`config.mk`:
```
export PLATFORM = sky130hd
export DESIGN_NAME = block_raster_ycbcr_to_rgb_unit
export DESIGN_NICKNAME = d
export VERILOG_FILES = /design/src/brc_pkg.sv /design/src/brc_front.sv /design/src/brc_queue.sv /design/src/brc_back.sv /design/src/block_raster_ycbcr_to_rgb_unit.sv
export SDC_FILE = /design/constraint.sdc
export NUM_CORES = 1
export LEC_CHECK = 0
export BUFFER_PORTS_ARGS = -buffer_cell sky130_fd_sc_hd__buf_2
export CORE_UTILIZATION = 64
export DETAILED_ROUTE_END_ITERATION = 16
export PLACE_DENSITY = 0.83
export SYNTH_ARGS = -nofsm -noshare
export SYNTH_HDL_FRONTEND = slang
export SYNTH_HIERARCHICAL = 1
export SYNTH_SLANG_ARGS = --single-unit
```
`constraint.sdc`:
```
create_clock -name clk -period 13.5 [get_ports clk]
set_clock_uncertainty 0.2 [all_clocks]
set_input_delay 2.025 -clock clk [delete_from_list [all_inputs] [get_ports clk]]
set_output_delay 2.025 -clock clk [all_outputs]
set_load 0.005 [all_outputs]
```
`src/brc_pkg.sv`:
```
// Shared types and constants for the block-raster YCbCr-to-RGB unit.
`default_nettype none

package brc_pkg;

  // Side of one square sample block, in pixels.
  localparam int BLOCK_SIDE = 8;

  // Configuration port geometry and register indexes.
  localparam int CFG_IDX_W  = 2;
  localparam int CFG_DATA_W = 16;
  localparam logic [CFG_IDX_W-1:0] CFG_IMAGE_WIDTH  = 2'd0;
  localparam logic [CFG_IDX_W-1:0] CFG_IMAGE_HEIGHT = 2'd1;
  localparam logic [CFG_IDX_W-1:0] CFG_COLOR_MODE   = 2'd2;

  // Register values after reset.
  localparam logic [15:0] IMAGE_WIDTH_RST  = 16'd8;
  localparam logic [15:0] IMAGE_HEIGHT_RST = 16'd8;
  localparam logic        COLOR_MODE_RST   = 1'b1;

  // Fixed-point color conversion constants (17 fractional bits).
  localparam int FRAC_BITS = 17;
  localparam logic [17:0] COEF_R_CR = 18'd183763;
  localparam logic [17:0] COEF_G_CB = 18'd45107;
  localparam logic [17:0] COEF_G_CR = 18'd93604;
  localparam logic [17:0] COEF_B_CB = 18'd232260;
  localparam logic [8:0]  CHROMA_BIAS = 9'd128;
  localparam logic [7:0]  PIX_MAX = 8'd255;

  // Width of the signed intermediate sums.
  localparam int SUM_W = 28;

  // One input sample triple.
  typedef struct packed {
    logic [7:0] luma;
    logic [7:0] chroma_blue;
    logic [7:0] chroma_red;
  } in_item_t;

  // One result pixel with the next scan address.
  typedef struct packed {
    logic [7:0]  red;
    logic [7:0]  green;
    logic [7:0]  blue;
    logic [25:0] next_block;
    logic [5:0]  next_sample;
    logic        last_pixel;
  } out_item_t;

  // Work handed from the scan front end to the color back end.
  typedef struct packed {
    in_item_t    sample;
    logic        color_mode;
    logic [25:0] next_block;
    logic [5:0]  next_sample;
    logic        last_pixel;
  } job_t;

endpackage

`default_nettype wire

```
`src/brc_front.sv`:
```
// Scan front end: configuration registers, block-raster address walk, job issue.
`default_nettype none

module brc_front (
  input  wire                            clk,
  input  wire                            rst_n,
  input  wire                            cfg_we,
  input  wire  [brc_pkg::CFG_IDX_W-1:0]  cfg_index,
  input  wire  [brc_pkg::CFG_DATA_W-1:0] cfg_wdata,
  input  wire                            in_push,
  input  brc_pkg::in_item_t              in_data,
  input  wire                            q_full,
  output logic                           q_push,
  output brc_pkg::job_t                  q_data
);
  import brc_pkg::*;

  localparam logic [2:0]  CIB_LAST = 3'(BLOCK_SIDE - 1);
  localparam logic [15:0] COL_STEP = 16'(BLOCK_SIDE);

  logic [15:0] image_width_r, image_height_r;
  logic        color_mode_r;

  logic [15:0] col_pix_r, col_pix_nxt;
  logic [2:0]  cib_r, cib_nxt;
  logic [2:0]  rib_r, rib_nxt;
  logic [12:0] bir_r, bir_nxt;
  logic [25:0] rbb_r, rbb_nxt;
  logic [15:0] rows_r, rows_nxt;

  logic [16:0] x_plus1;
  logic [16:0] rows_plus1;
  logic        row_end, img_end;
  logic [25:0] blocks;

  // Configuration writes; an index beyond the list is dropped.
  always_ff @(posedge clk) begin
    if (!rst_n) begin
      image_width_r  <= IMAGE_WIDTH_RST;
      image_height_r <= IMAGE_HEIGHT_RST;
      color_mode_r   <= COLOR_MODE_RST;
    end else if (cfg_we) begin
      unique case (cfg_index)
        CFG_IMAGE_WIDTH:  image_width_r  <= cfg_wdata[15:0];
        CFG_IMAGE_HEIGHT: image_height_r <= cfg_wdata[15:0];
        CFG_COLOR_MODE:   color_mode_r   <= cfg_wdata[0];
        default: ;
      endcase
    end
  end

  assign q_push = in_push && !q_full;

  // Row and image end detection.
  assign x_plus1    = {1'b0, col_pix_r} + {14'd0, cib_r} + 17'd1;
  assign rows_plus1 = {1'b0, rows_r} + 17'd1;
  assign row_end    = x_plus1 >= {1'b0, image_width_r};
  assign img_end    = row_end && (rows_plus1 >= {1'b0, image_height_r});
  assign blocks     = {13'd0, bir_r} + 26'd1;

  // Next scan position.
  always_comb begin
    col_pix_nxt = col_pix_r;
    cib_nxt     = cib_r;
    rib_nxt     = rib_r;
    bir_nxt     = bir_r;
    rbb_nxt     = rbb_r;
    rows_nxt    = rows_r;
    if (row_end) begin
      col_pix_nxt = '0;
      cib_nxt     = '0;
      bir_nxt     = '0;
      if (img_end) begin
        rib_nxt  = '0;
        rbb_nxt  = '0;
        rows_nxt = '0;
      end else begin
        rows_nxt = rows_plus1[15:0];
        if (rib_r == CIB_LAST) begin
          rbb_nxt = rbb_r + blocks;
          rib_nxt = '0;
        end else begin
          rib_nxt = rib_r + 3'd1;
        end
      end
    end else if (cib_r == CIB_LAST) begin
      col_pix_nxt = col_pix_r + COL_STEP;
      cib_nxt     = '0;
      bir_nxt     = bir_r + 13'd1;
    end else begin
      cib_nxt = cib_r + 3'd1;
    end
  end

  // Scan state advances once per transfer.
  always_ff @(posedge clk) begin
    if (!rst_n) begin
      col_pix_r <= '0;
      cib_r     <= '0;
      rib_r     <= '0;
      bir_r     <= '0;
      rbb_r     <= '0;
      rows_r    <= '0;
    end else if (q_push) begin
      col_pix_r <= col_pix_nxt;
      cib_r     <= cib_nxt;
      rib_r     <= rib_nxt;
      bir_r     <= bir_nxt;
      rbb_r     <= rbb_nxt;
      rows_r    <= rows_nxt;
    end
  end

  // Job for the back end: the samples plus the address after this step.
  always_comb begin
    q_data.sample      = in_data;
    q_data.color_mode  = color_mode_r;
    q_data.next_block  = rbb_nxt + {13'd0, bir_nxt};
    q_data.next_sample = {rib_nxt, cib_nxt};
    q_data.last_pixel  = img_end;
  end

endmodule

`default_nettype wire

```
`src/brc_queue.sv`:
```
// Short job queue between the scan front end and the color back end.
`default_nettype none

module brc_queue #(
  parameter int DEPTH = 4
) (
  input  wire            clk,
  input  wire            rst_n,
  input  wire            push,
  input  brc_pkg::job_t  push_data,
  output logic           full,
  input  wire            pop,
  output brc_pkg::job_t  pop_data,
  output logic           empty
);
  import brc_pkg::*;

  localparam int PTR_W = (DEPTH > 1) ? $clog2(DEPTH) : 1;
  localparam int CNT_W = $clog2(DEPTH + 1);
  localparam logic [PTR_W-1:0] PTR_LAST = PTR_W'(DEPTH - 1);
  localparam logic [CNT_W-1:0] CNT_FULL = CNT_W'(DEPTH);

  job_t             mem_r [DEPTH];
  logic [PTR_W-1:0] wr_ptr_r, rd_ptr_r;
  logic [CNT_W-1:0] count_r;
  logic             do_push, do_pop;

  assign full     = count_r == CNT_FULL;
  assign empty    = count_r == '0;
  assign do_push  = push && !full;
  assign do_pop   = pop && !empty;
  assign pop_data = mem_r[rd_ptr_r];

  // Entry storage.
  always_ff @(posedge clk) begin
    if (do_push) begin
      mem_r[wr_ptr_r] <= push_data;
    end
  end

  // Pointers and fill count.
  always_ff @(posedge clk) begin
    if (!rst_n) begin
      wr_ptr_r <= '0;
      rd_ptr_r <= '0;
      count_r  <= '0;
    end else begin
      if (do_push) begin
        wr_ptr_r <= (wr_ptr_r == PTR_LAST) ? '0 : wr_ptr_r + 1'b1;
      end
      if (do_pop) begin
        rd_ptr_r <= (rd_ptr_r == PTR_LAST) ? '0 : rd_ptr_r + 1'b1;
      end
      if (do_push && !do_pop) begin
        count_r <= count_r + 1'b1;
      end else if (do_pop && !do_push) begin
        count_r <= count_r - 1'b1;
      end
    end
  end

endmodule

`default_nettype wire

```
`src/brc_back.sv`:
```
// Color back end: multiply stage, then sum and clamp into the output register.
`default_nettype none

module brc_back (
  input  wire               clk,
  input  wire               rst_n,
  input  wire               q_empty,
  input  brc_pkg::job_t     q_data,
  output logic              q_pop,
  output logic              out_empty,
  input  wire               out_pop,
  output brc_pkg::out_item_t out_data
);
  import brc_pkg::*;

  // Coefficients widened to the sum width so the products cannot overflow.
  localparam logic signed [SUM_W-1:0] K_R_CR = {{(SUM_W-18){1'b0}}, COEF_R_CR};
  localparam logic signed [SUM_W-1:0] K_G_CB = {{(SUM_W-18){1'b0}}, COEF_G_CB};
  localparam logic signed [SUM_W-1:0] K_G_CR = {{(SUM_W-18){1'b0}}, COEF_G_CR};
  localparam logic signed [SUM_W-1:0] K_B_CB = {{(SUM_W-18){1'b0}}, COEF_B_CB};

  // Clamp a scaled channel to 0..255 after dropping the fraction.
  function automatic logic [7:0] clamp_channel(input logic signed [SUM_W-1:0] v);
    logic [7:0] q;
    if (v[SUM_W-1]) begin
      q = '0;
    end else if (|v[SUM_W-2:FRAC_BITS+8]) begin
      q = PIX_MAX;
    end else begin
      q = v[FRAC_BITS+7:FRAC_BITS];
    end
    return q;
  endfunction

  // Multiply stage registers.
  logic                    s1_v_r;
  logic                    s1_mode_r;
  logic [7:0]              s1_y_r;
  logic signed [SUM_W-1:0] s1_r_cr_r, s1_g_cb_r, s1_g_cr_r, s1_b_cb_r;
  logic [25:0]             s1_block_r;
  logic [5:0]              s1_sample_r;
  logic                    s1_last_r;

  // Output register.
  logic      out_v_r;
  out_item_t out_data_r;

  logic                    out_ready, s1_ready;
  logic signed [8:0]       cb_s, cr_s;
  logic signed [SUM_W-1:0] cb_x, cr_x;
  logic signed [SUM_W-1:0] base;
  out_item_t               out_nxt;

  // Elastic handshake: each stage advances when the one after it has room.
  assign out_ready = !out_v_r || out_pop;
  assign s1_ready  = !s1_v_r || out_ready;
  assign q_pop     = !q_empty && s1_ready;
  assign out_empty = !out_v_r;
  assign out_data  = out_data_r;

  // Centered chroma, sign-extended to the sum width.
  assign cb_s = $signed({1'b0, q_data.sample.chroma_blue} - CHROMA_BIAS);
  assign cr_s = $signed({1'b0, q_data.sample.chroma_red} - CHROMA_BIAS);
  assign cb_x = {{(SUM_W-9){cb_s[8]}}, cb_s};
  assign cr_x = {{(SUM_W-9){cr_s[8]}}, cr_s};

  always_ff @(posedge clk) begin
    if (!rst_n) begin
      s1_v_r <= 1'b0;
    end else if (s1_ready) begin
      s1_v_r <= q_pop;
    end
  end

  // Constant products per job.
  always_ff @(posedge clk) begin
    if (q_pop) begin
      s1_mode_r   <= q_data.color_mode;
      s1_y_r      <= q_data.sample.luma;
      s1_r_cr_r   <= K_R_CR * cr_x;
      s1_g_cb_r   <= K_G_CB * cb_x;
      s1_g_cr_r   <= K_G_CR * cr_x;
      s1_b_cb_r   <= K_B_CB * cb_x;
      s1_block_r  <= q_data.next_block;
      s1_sample_r <= q_data.next_sample;
      s1_last_r   <= q_data.last_pixel;
    end
  end

  // Sum, clamp and gray-mode bypass.
  assign base = $signed({{(SUM_W-8-FRAC_BITS){1'b0}}, s1_y_r, {FRAC_BITS{1'b0}}});

  always_comb begin
    out_nxt.next_block  = s1_block_r;
    out_nxt.next_sample = s1_sample_r;
    out_nxt.last_pixel  = s1_last_r;
    if (s1_mode_r) begin
      out_nxt.red   = clamp_channel(base + s1_r_cr_r);
      out_nxt.green = clamp_channel(base - s1_g_cb_r - s1_g_cr_r);
      out_nxt.blue  = clamp_channel(base + s1_b_cb_r);
    end else begin
      out_nxt.red   = s1_y_r;
      out_nxt.green = s1_y_r;
      out_nxt.blue  = s1_y_r;
    end
  end

  always_ff @(posedge clk) begin
    if (!rst_n) begin
      out_v_r <= 1'b0;
    end else if (out_ready) begin
      out_v_r <= s1_v_r;
    end
  end

  always_ff @(posedge clk) begin
    if (out_ready && s1_v_r) begin
      out_data_r <= out_nxt;
    end
  end

endmodule

`default_nettype wire

```
`src/block_raster_ycbcr_to_rgb_unit.sv`:
```
// Top level of the block-raster YCbCr-to-RGB unit.
`default_nettype none

// Walks an image stored as 8x8 sample blocks in pixel raster order. Each
// transfer in carries the Y, Cb and Cr samples found at the current scan
// address; each transfer out carries one pixel (converted to RGB, or luma on
// all three channels in gray mode), the block number and sample offset to
// read next, and a flag on the image's final pixel, after which the scan
// restarts at block 0, sample 0. One pixel is accepted per clock while the
// queue has room: the front end updates its scan address on each transfer,
// and the color back end is a two-stage pipeline (constant multiply, then
// sum and clamp) that takes one job per clock while its output is free. A
// result passes the short queue, the multiply stage and the output register
// in turn; the queue absorbs output stalls. The user must write registers
// (width, height, color mode) only while idle; the unit does not enforce it.
module block_raster_ycbcr_to_rgb_unit #(
  parameter int QUEUE_DEPTH = 4
) (
  input  wire                            clk,
  input  wire                            rst_n,
  input  wire                            cfg_we,
  input  wire  [brc_pkg::CFG_IDX_W-1:0]  cfg_index,
  input  wire  [brc_pkg::CFG_DATA_W-1:0] cfg_wdata,
  input  wire                            in_push,
  input  brc_pkg::in_item_t              in_data,
  output logic                           in_full,
  output logic                           out_empty,
  input  wire                            out_pop,
  output brc_pkg::out_item_t             out_data
);
  import brc_pkg::*;

  logic q_push, q_pop, q_full, q_empty;
  job_t q_wdata, q_rdata;

  assign in_full = q_full;

  // Scan walk and job issue.
  brc_front u_front (
    .clk       (clk),
    .rst_n     (rst_n),
    .cfg_we    (cfg_we),
    .cfg_index (cfg_index),
    .cfg_wdata (cfg_wdata),
    .in_push   (in_push),
    .in_data   (in_data),
    .q_full    (q_full),
    .q_push    (q_push),
    .q_data    (q_wdata)
  );

  // Decoupling queue.
  brc_queue #(
    .DEPTH (QUEUE_DEPTH)
  ) u_queue (
    .clk       (clk),
    .rst_n     (rst_n),
    .push      (q_push),
    .push_data (q_wdata),
    .full      (q_full),
    .pop       (q_pop),
    .pop_data  (q_rdata),
    .empty     (q_empty)
  );

  // Color conversion and output register.
  brc_back u_back (
    .clk       (clk),
    .rst_n     (rst_n),
    .q_empty   (q_empty),
    .q_data    (q_rdata),
    .q_pop     (q_pop),
    .out_empty (out_empty),
    .out_pop   (out_pop),
    .out_data  (out_data)
  );

  // The final pixel always points the next read back at the image start.
  a_last_wraps: assert property (@(posedge clk) disable iff (!rst_n)
    (!out_empty && out_data.last_pixel) |->
      (out_data.next_block == '0 && out_data.next_sample == '0))
    else $error("last pixel does not return the scan to the start");

  // An accepted transfer leaves at least one job in the queue.
  a_push_lands: assert property (@(posedge clk) disable iff (!rst_n)
    (in_push && !in_full) |=> !q_empty)
    else $error("accepted input did not reach the job queue");

  // Leaving reset, the unit is empty and ready for input.
  a_reset_clean: assert property (@(posedge clk)
    $rose(rst_n) |-> (!in_full && out_empty && q_empty))
    else $error("unit not empty after reset");

endmodule

`default_nettype wire

```
# Yosys cells after proc, flatten, opt, wreduce, memory -nomap -nowiden
# Memories as Yosys holds them, arrays and structs flattened. A register that Yosys moved wholly into a read port is not among the register bits.
# Index checks and enable logic that the tools add are counted.
# W data, S select, Z words.
[classes] n_addsub=20 n_mul=4 order_cmp=2 eq_ne=7 mux=28 n_reduce_logical=28
[op_table] operator="$mux W26" n=3
[op_table] operator="$add A26 B28 Y28" n=2
[op_table] operator="$mul A17 B9 Y26 const A" n=2
[op_table] operator="$mux W16" n=3
[op_table] operator="$mux W8" n=6
[op_table] operator="$ge A17 B16 Y1" n=2
[op_table] operator="$mul A19 B9 Y28 const A" n=1
[op_table] operator="$sub A26 B28 Y28" n=1
[op_table] operator="$sub A28 B28 Y28" n=1
[op_table] operator="$add A26 B13 Y26" n=1
[op_table] operator="$add A26 B26 Y26" n=1
[op_table] operator="$mux W13" n=2
[op_table] operator="$mul A16 B9 Y25 const A" n=1
[op_table] operator="$mux W24" n=1
[op_table] operator="$mux W3" n=7
[op_table] operator="$sub A8 B8 Y9 const B" n=2
[op_table] operator="$add A16 B1 Y17 const B" n=1
[op_table] operator="$add A16 B3 Y17" n=1
[op_table] operator="$add A17 B1 Y17 const B" n=1
[op_table] operator="$add A16 B4 Y16 const B" n=1
[op_table] operator="$add A13 B1 Y14 const B" n=1
[op_table] operator="$add A13 B1 Y13 const B" n=1
[op_table] operator="$reduce_and A2 Y1" n=5
[op_table] operator="$add A3 B1 Y3 const B" n=3
[op_table] operator="14 further kinds" n=39
[totals] regBits=326 ram_bits=232 inputBits=47 out_inout_bits=59 wordCells=119 memories=1
[mem_list] memory="u_queue.mem_r" depth=4 width=58 rd=1 rd_clocked_by_memory_dff=1 write_ports=1 line="brc_queue.sv:23" text="job_t mem_r [DEPTH];"

# Longest topological paths before layout
[logic_depth] ltp_word=8 mapped_depth=29 ltp_nobuf=28

# By module
# The synthesis kept the hierarchy.
[by_module_without_submodules] module="brc_back" instances=1 cells_each=1350 area_per_inst_um2=15705.1 seq_area_each_um2=5205.0
[by_module_without_submodules] module="brc_queue" instances=1 cells_each=354 area_per_inst_um2=8867.3 seq_area_each_um2=7146.9
[by_module_without_submodules] module="brc_front" instances=1 cells_each=1048 area_per_inst_um2=7906.3 seq_area_each_um2=2142.1

# Least setup slack after synthesis
# No wires, ideal clock.
[synth_path] kind="input-to-reg" from="input port out_pop" to="register u_queue.count_r[2]" setup_ps=76 arrival_ps=9934 required_ps=13224 path_slack_ps=3290 stages=9 path_buffers=0 path_cell_list="nor2_1 > a21oi_1 > o31ai_1 > ha_1 > inv_1 > fa_1 > xor2_1 > or3_1 > a21boi_0"
[synth_between] elab_chain_len=7 word_cells_on_any_way=9 classes_between="mux (1); reduce/logical (8)"
[synth_lines] element="start, declared" line="block_raster_ycbcr_to_rgb_unit.sv:28" text="input wire out_pop,"
[synth_lines] element="$logic_or A1 B1 Y1 (*)" line="brc_back.sv:55" text="assign out_ready = !out_v_r || out_pop;"
[synth_lines] element="$logic_or A1 B1 Y1 (*)" line="brc_back.sv:56" text="assign s1_ready = !s1_v_r || out_ready;"
[synth_lines] element="$logic_and A1 B1 Y1 (*)" line="brc_back.sv:57" text="assign q_pop = !q_empty && s1_ready;"
[synth_lines] element="net q_pop" line="block_raster_ycbcr_to_rgb_unit.sv:33" text="logic q_push, q_pop, q_full, q_empty;"
[synth_lines] element="$logic_and A1 B1 Y1 (*)" line="brc_queue.sv:31" text="assign do_pop = pop && !empty;"
[synth_lines] element="$logic_not A1 Y1" line="brc_queue.sv:54" text="if (do_push && !do_pop) begin"
[synth_lines] element="$logic_and A1 B1 Y1" line="brc_queue.sv:54"
[synth_lines] element="$mux W3 or $reduce_bool A2 Y1 (tied branches)"
[synth_lines] element="end signal, assigned" line="brc_queue.sv:55" text="count_r <= count_r + 1'b1;"
[synth_lines] element="end signal, assigned" line="brc_queue.sv:57" text="count_r <= count_r - 1'b1;"
[synth_lines] element="end, declared" line="brc_queue.sv:25" text="logic [CNT_W-1:0] count_r;"
# Mark *: on every way through the listed nets, which the timed path passes. The rest lies on a longest branch.
# A chain may end at the register's enable or synchronous reset.

==> flow_metrics.env <==
export IMPL_core_um2=50100
export IMPL_die_w_um=227
export IMPL_period_needed_ps=7680
export IMPL_insertion_delay_ps=610
export IMPL_cts_max_level=2
export IMPL_cts_resized=0
export IMPL_grt_pass1_wl_um=115000
export IMPL_cts_tree="built"
export IMPL_cts_buffers=52
export IMPL_worstSetupEndpointType="flip-flop"
export IMPL_syn2layout_area_growth_pct=8.42
export IMPL_synthSimpleGateAreaFrac_pct=8.56
export IMPL_final_common_cell="ha_1"
export IMPL_layout_common_cells="415 x ha_1, 404 x edfxtp_1, 298 x inv_1"
export IMPL_drt_total_wl_um=72100
export IMPL_synthMuxAreaShare_pct=4.40
export IMPL_ios=106
export IMPL_synth_xor_area_share_pct=4.45
export IMPL_place_gp_congestion=0.945
export IMPL_syn_inst=2752
export IMPL_setup_violations=0
export IMPL_setup_worst_path_class="flip-flop to flip-flop"
export IMPL_vias=21392
export IMPL_async_flop_share_pct=0
export IMPL_grt_max_degree=89
export IMPL_seq_area_frac_synth_pct=44.6
export IMPL_syn_cell_area_um2=32500
export IMPL_row_count=82
export IMPL_post_cts_buffers=0
export IMPL_die_y_um=227
export IMPL_ys_warn_count=6
export IMPL_drc=0
export IMPL_synth_top_family_by_area="adder cells"
export IMPL_antenna_found_initial=5
export IMPL_synthAdderAreaFrac_pct=23.5
export IMPL_place_hpwl_um=51400
export IMPL_ant_nets=0
export IMPL_synth_main_ff_cell="edfxtp_1"
export IMPL_period_share_pct=56.9
export IMPL_max_clock_path_buffers=3
export IMPL_path_clk_slew_ps=60
export IMPL_crit_path_start_kind="flip-flop"
export IMPL_initial_core_util_pct=64.9
export IMPL_rsz0062_at_grt="false"
export IMPL_tightestPinTransition_ps=1190
export IMPL_synth_edf_count=404
export IMPL_wl_per_cell_um=20.3
export IMPL_place_port_buffers=105
export IMPL_ys_types=89
export IMPL_relSlewSlack_pct=20.7
export IMPL_cts_root_buffer="clkbuf_16"
export IMPL_overflow=0
export IMPL_nets=3415
export IMPL_drt_iter0_markers=1538
export IMPL_critical_path_required_ps=13690
export IMPL_crit_fanout=11
export IMPL_cap_violations=0
export IMPL_setup_tns_ps=0
export IMPL_synth_seq_cells=522
export IMPL_synth_nets=3336
export IMPL_drtPass1Iterations=6
export IMPL_post_synth_cell_area_avg_um2=11.8
export IMPL_cp_arrival_ps=7870
export IMPL_grt_pass1_vias=22246
export IMPL_clock_sinks=522
export IMPL_hold_viol=0
export IMPL_final_fill_count=3394
export IMPL_track_usage_pct=28.9
export IMPL_drive_gt1_share_pct=10.5
export IMPL_synth_compound_area_share_pct=9.28
export IMPL_hp_class="flip-flop to flip-flop"
export IMPL_fmax_mhz=130
export IMPL_cts_hold_buf=0
export IMPL_die_area_um2=51700
export IMPL_drt_vias_per_instance=6.03
export IMPL_status="completed"
export IMPL_report_final_slew_viol_count=0
==> sequential cells by signal, summed over array words and instances (netlist names), 13 cells and up, named ones only <==
name	cells
u_back/s1_g_cr_r	24
u_front/rows_r	16
u_front/rbb_r	26
u_back/s1_g_cb_r	26
u_front/col_pix_r	13
u_front/bir_r	13
u_queue/mem_r	232
u_front/image_width_r	16
u_back/s1_block_r	26
u_front/image_height_r	16
u_back/out_data	57
==> cell families after synthesis <==
| kind of cell | Yosys count |
|---|---|
| compound gates | 478 |
| buf+inv | 394 |
| simple gates | 587 |
| xor+xnor | 165 |
| mux | 69 |
| flops | 522 |
| fa+ha+maj | 537 |
==> per-stage QoR <==
step / util [%] / setup WS, ps / cell area, µm² / std cells / hold WS, ps
floorplan: - / 3290 / 32500 / 2752 / 200
global placement: 66.8 / 6360 / 33400 / 3449 / 203
detailed placement: 66.8 / 6000 / 33400 / 3449 / 205
CTS: 70.3 / 5980 / 35200 / 3545 / 212
global route: 70.3 / 5320 / 35200 / 3548 / 210
finish: 70.3 / 5820 / 35200 / 3548 / 213
==> critical path: stages (launching register included) <==
cell,delay (ps)
dfxtp_1,430
nand3_1,140
nor3_1,390
and3_1,290
and3_1,270
and3_1,260
and3_1,240
xor2_1,180
ha_1,260
nand3_1,130
nor4_1,90
o31ai_1,80
and2_1,420
nand2_1,300
o21ai_1,560
nand2_1,130
o21a_1,160
inv_1,70
ha_1,240
a211oi_1,270
o21bai_1,130
or4_1,410
a221oi_1,530
nor2_1,110
a211oi_1,440
or4_1,330
nor3_1,110
xor2_1,290
==> cell usage after synthesis, types with 38 or more instances <==
| cell | instances | area (µm²) |
|---|---|---|
| mux4_2 | 59 | 1330 |
| xor2_1 | 54 | 473 |
| nor2_1 | 130 | 488 |
| inv_1 | 299 | 1120 |
| xnor2_1 | 111 | 972 |
| nand2_1 | 221 | 830 |
| nand3_1 | 53 | 265 |
| o21ai_0 | 71 | 355 |
| dfxtp_1 | 118 | 2360 |
| a21oi_1 | 168 | 841 |
| ha_1 | 415 | 5190 |
| fa_1 | 122 | 2440 |
| o21ai_1 | 38 | 190 |
| edfxtp_1 | 404 | 12100 |
==> metal layers <==
metal	vias to the layer above	global-route usage, %	wire length (µm)
li1	9997	-	-
met1	10479	34.1	27900
met2	726	52.6	37700
met3	190	4.17	3700
met4	0	12.1	2740
met5	-	0	0
==> cell type report <==
class                           count  area, µm²  share of cell area (%)
Antenna cell                        3       7.51                  0.0213
Clock buffer                       66       1410                    3.99
Clock inverter                     30        373                    1.06
Inverter                          301       1130                    3.21
Multi-Input combinational cell   1836      16300                    46.4
Sequential cell                   522      14500                    41.2
Tap cell                          672        841                    2.39
Timing Repair Buffer              118        623                    1.77
==> final timing paths <==
| path | startpoint | endpoint | slack, ps | cells past startpoint |
|---|---|---|---|---|
| max | u_front/rows_r[2]$_SDFFE_PN0P_ | u_queue/mem_r[3][30]$_DFFE_PP_ | 5820 | 27 |
| min reg2reg | u_back/s1_block_r[15]$_DFFE_PP_ | u_back/out_data[22]$_DFFE_PP_ | 210 | 0 |
| max reg2reg | u_front/rows_r[2]$_SDFFE_PN0P_ | u_queue/mem_r[3][30]$_DFFE_PP_ | 5820 | 27 |
| min | u_back/s1_block_r[15]$_DFFE_PP_ | u_back/out_data[22]$_DFFE_PP_ | 210 | 0 |
Power is left out: the tool's default activity adds up to more than one toggle a clock period on the data nets, which glitch-free logic cannot reach.
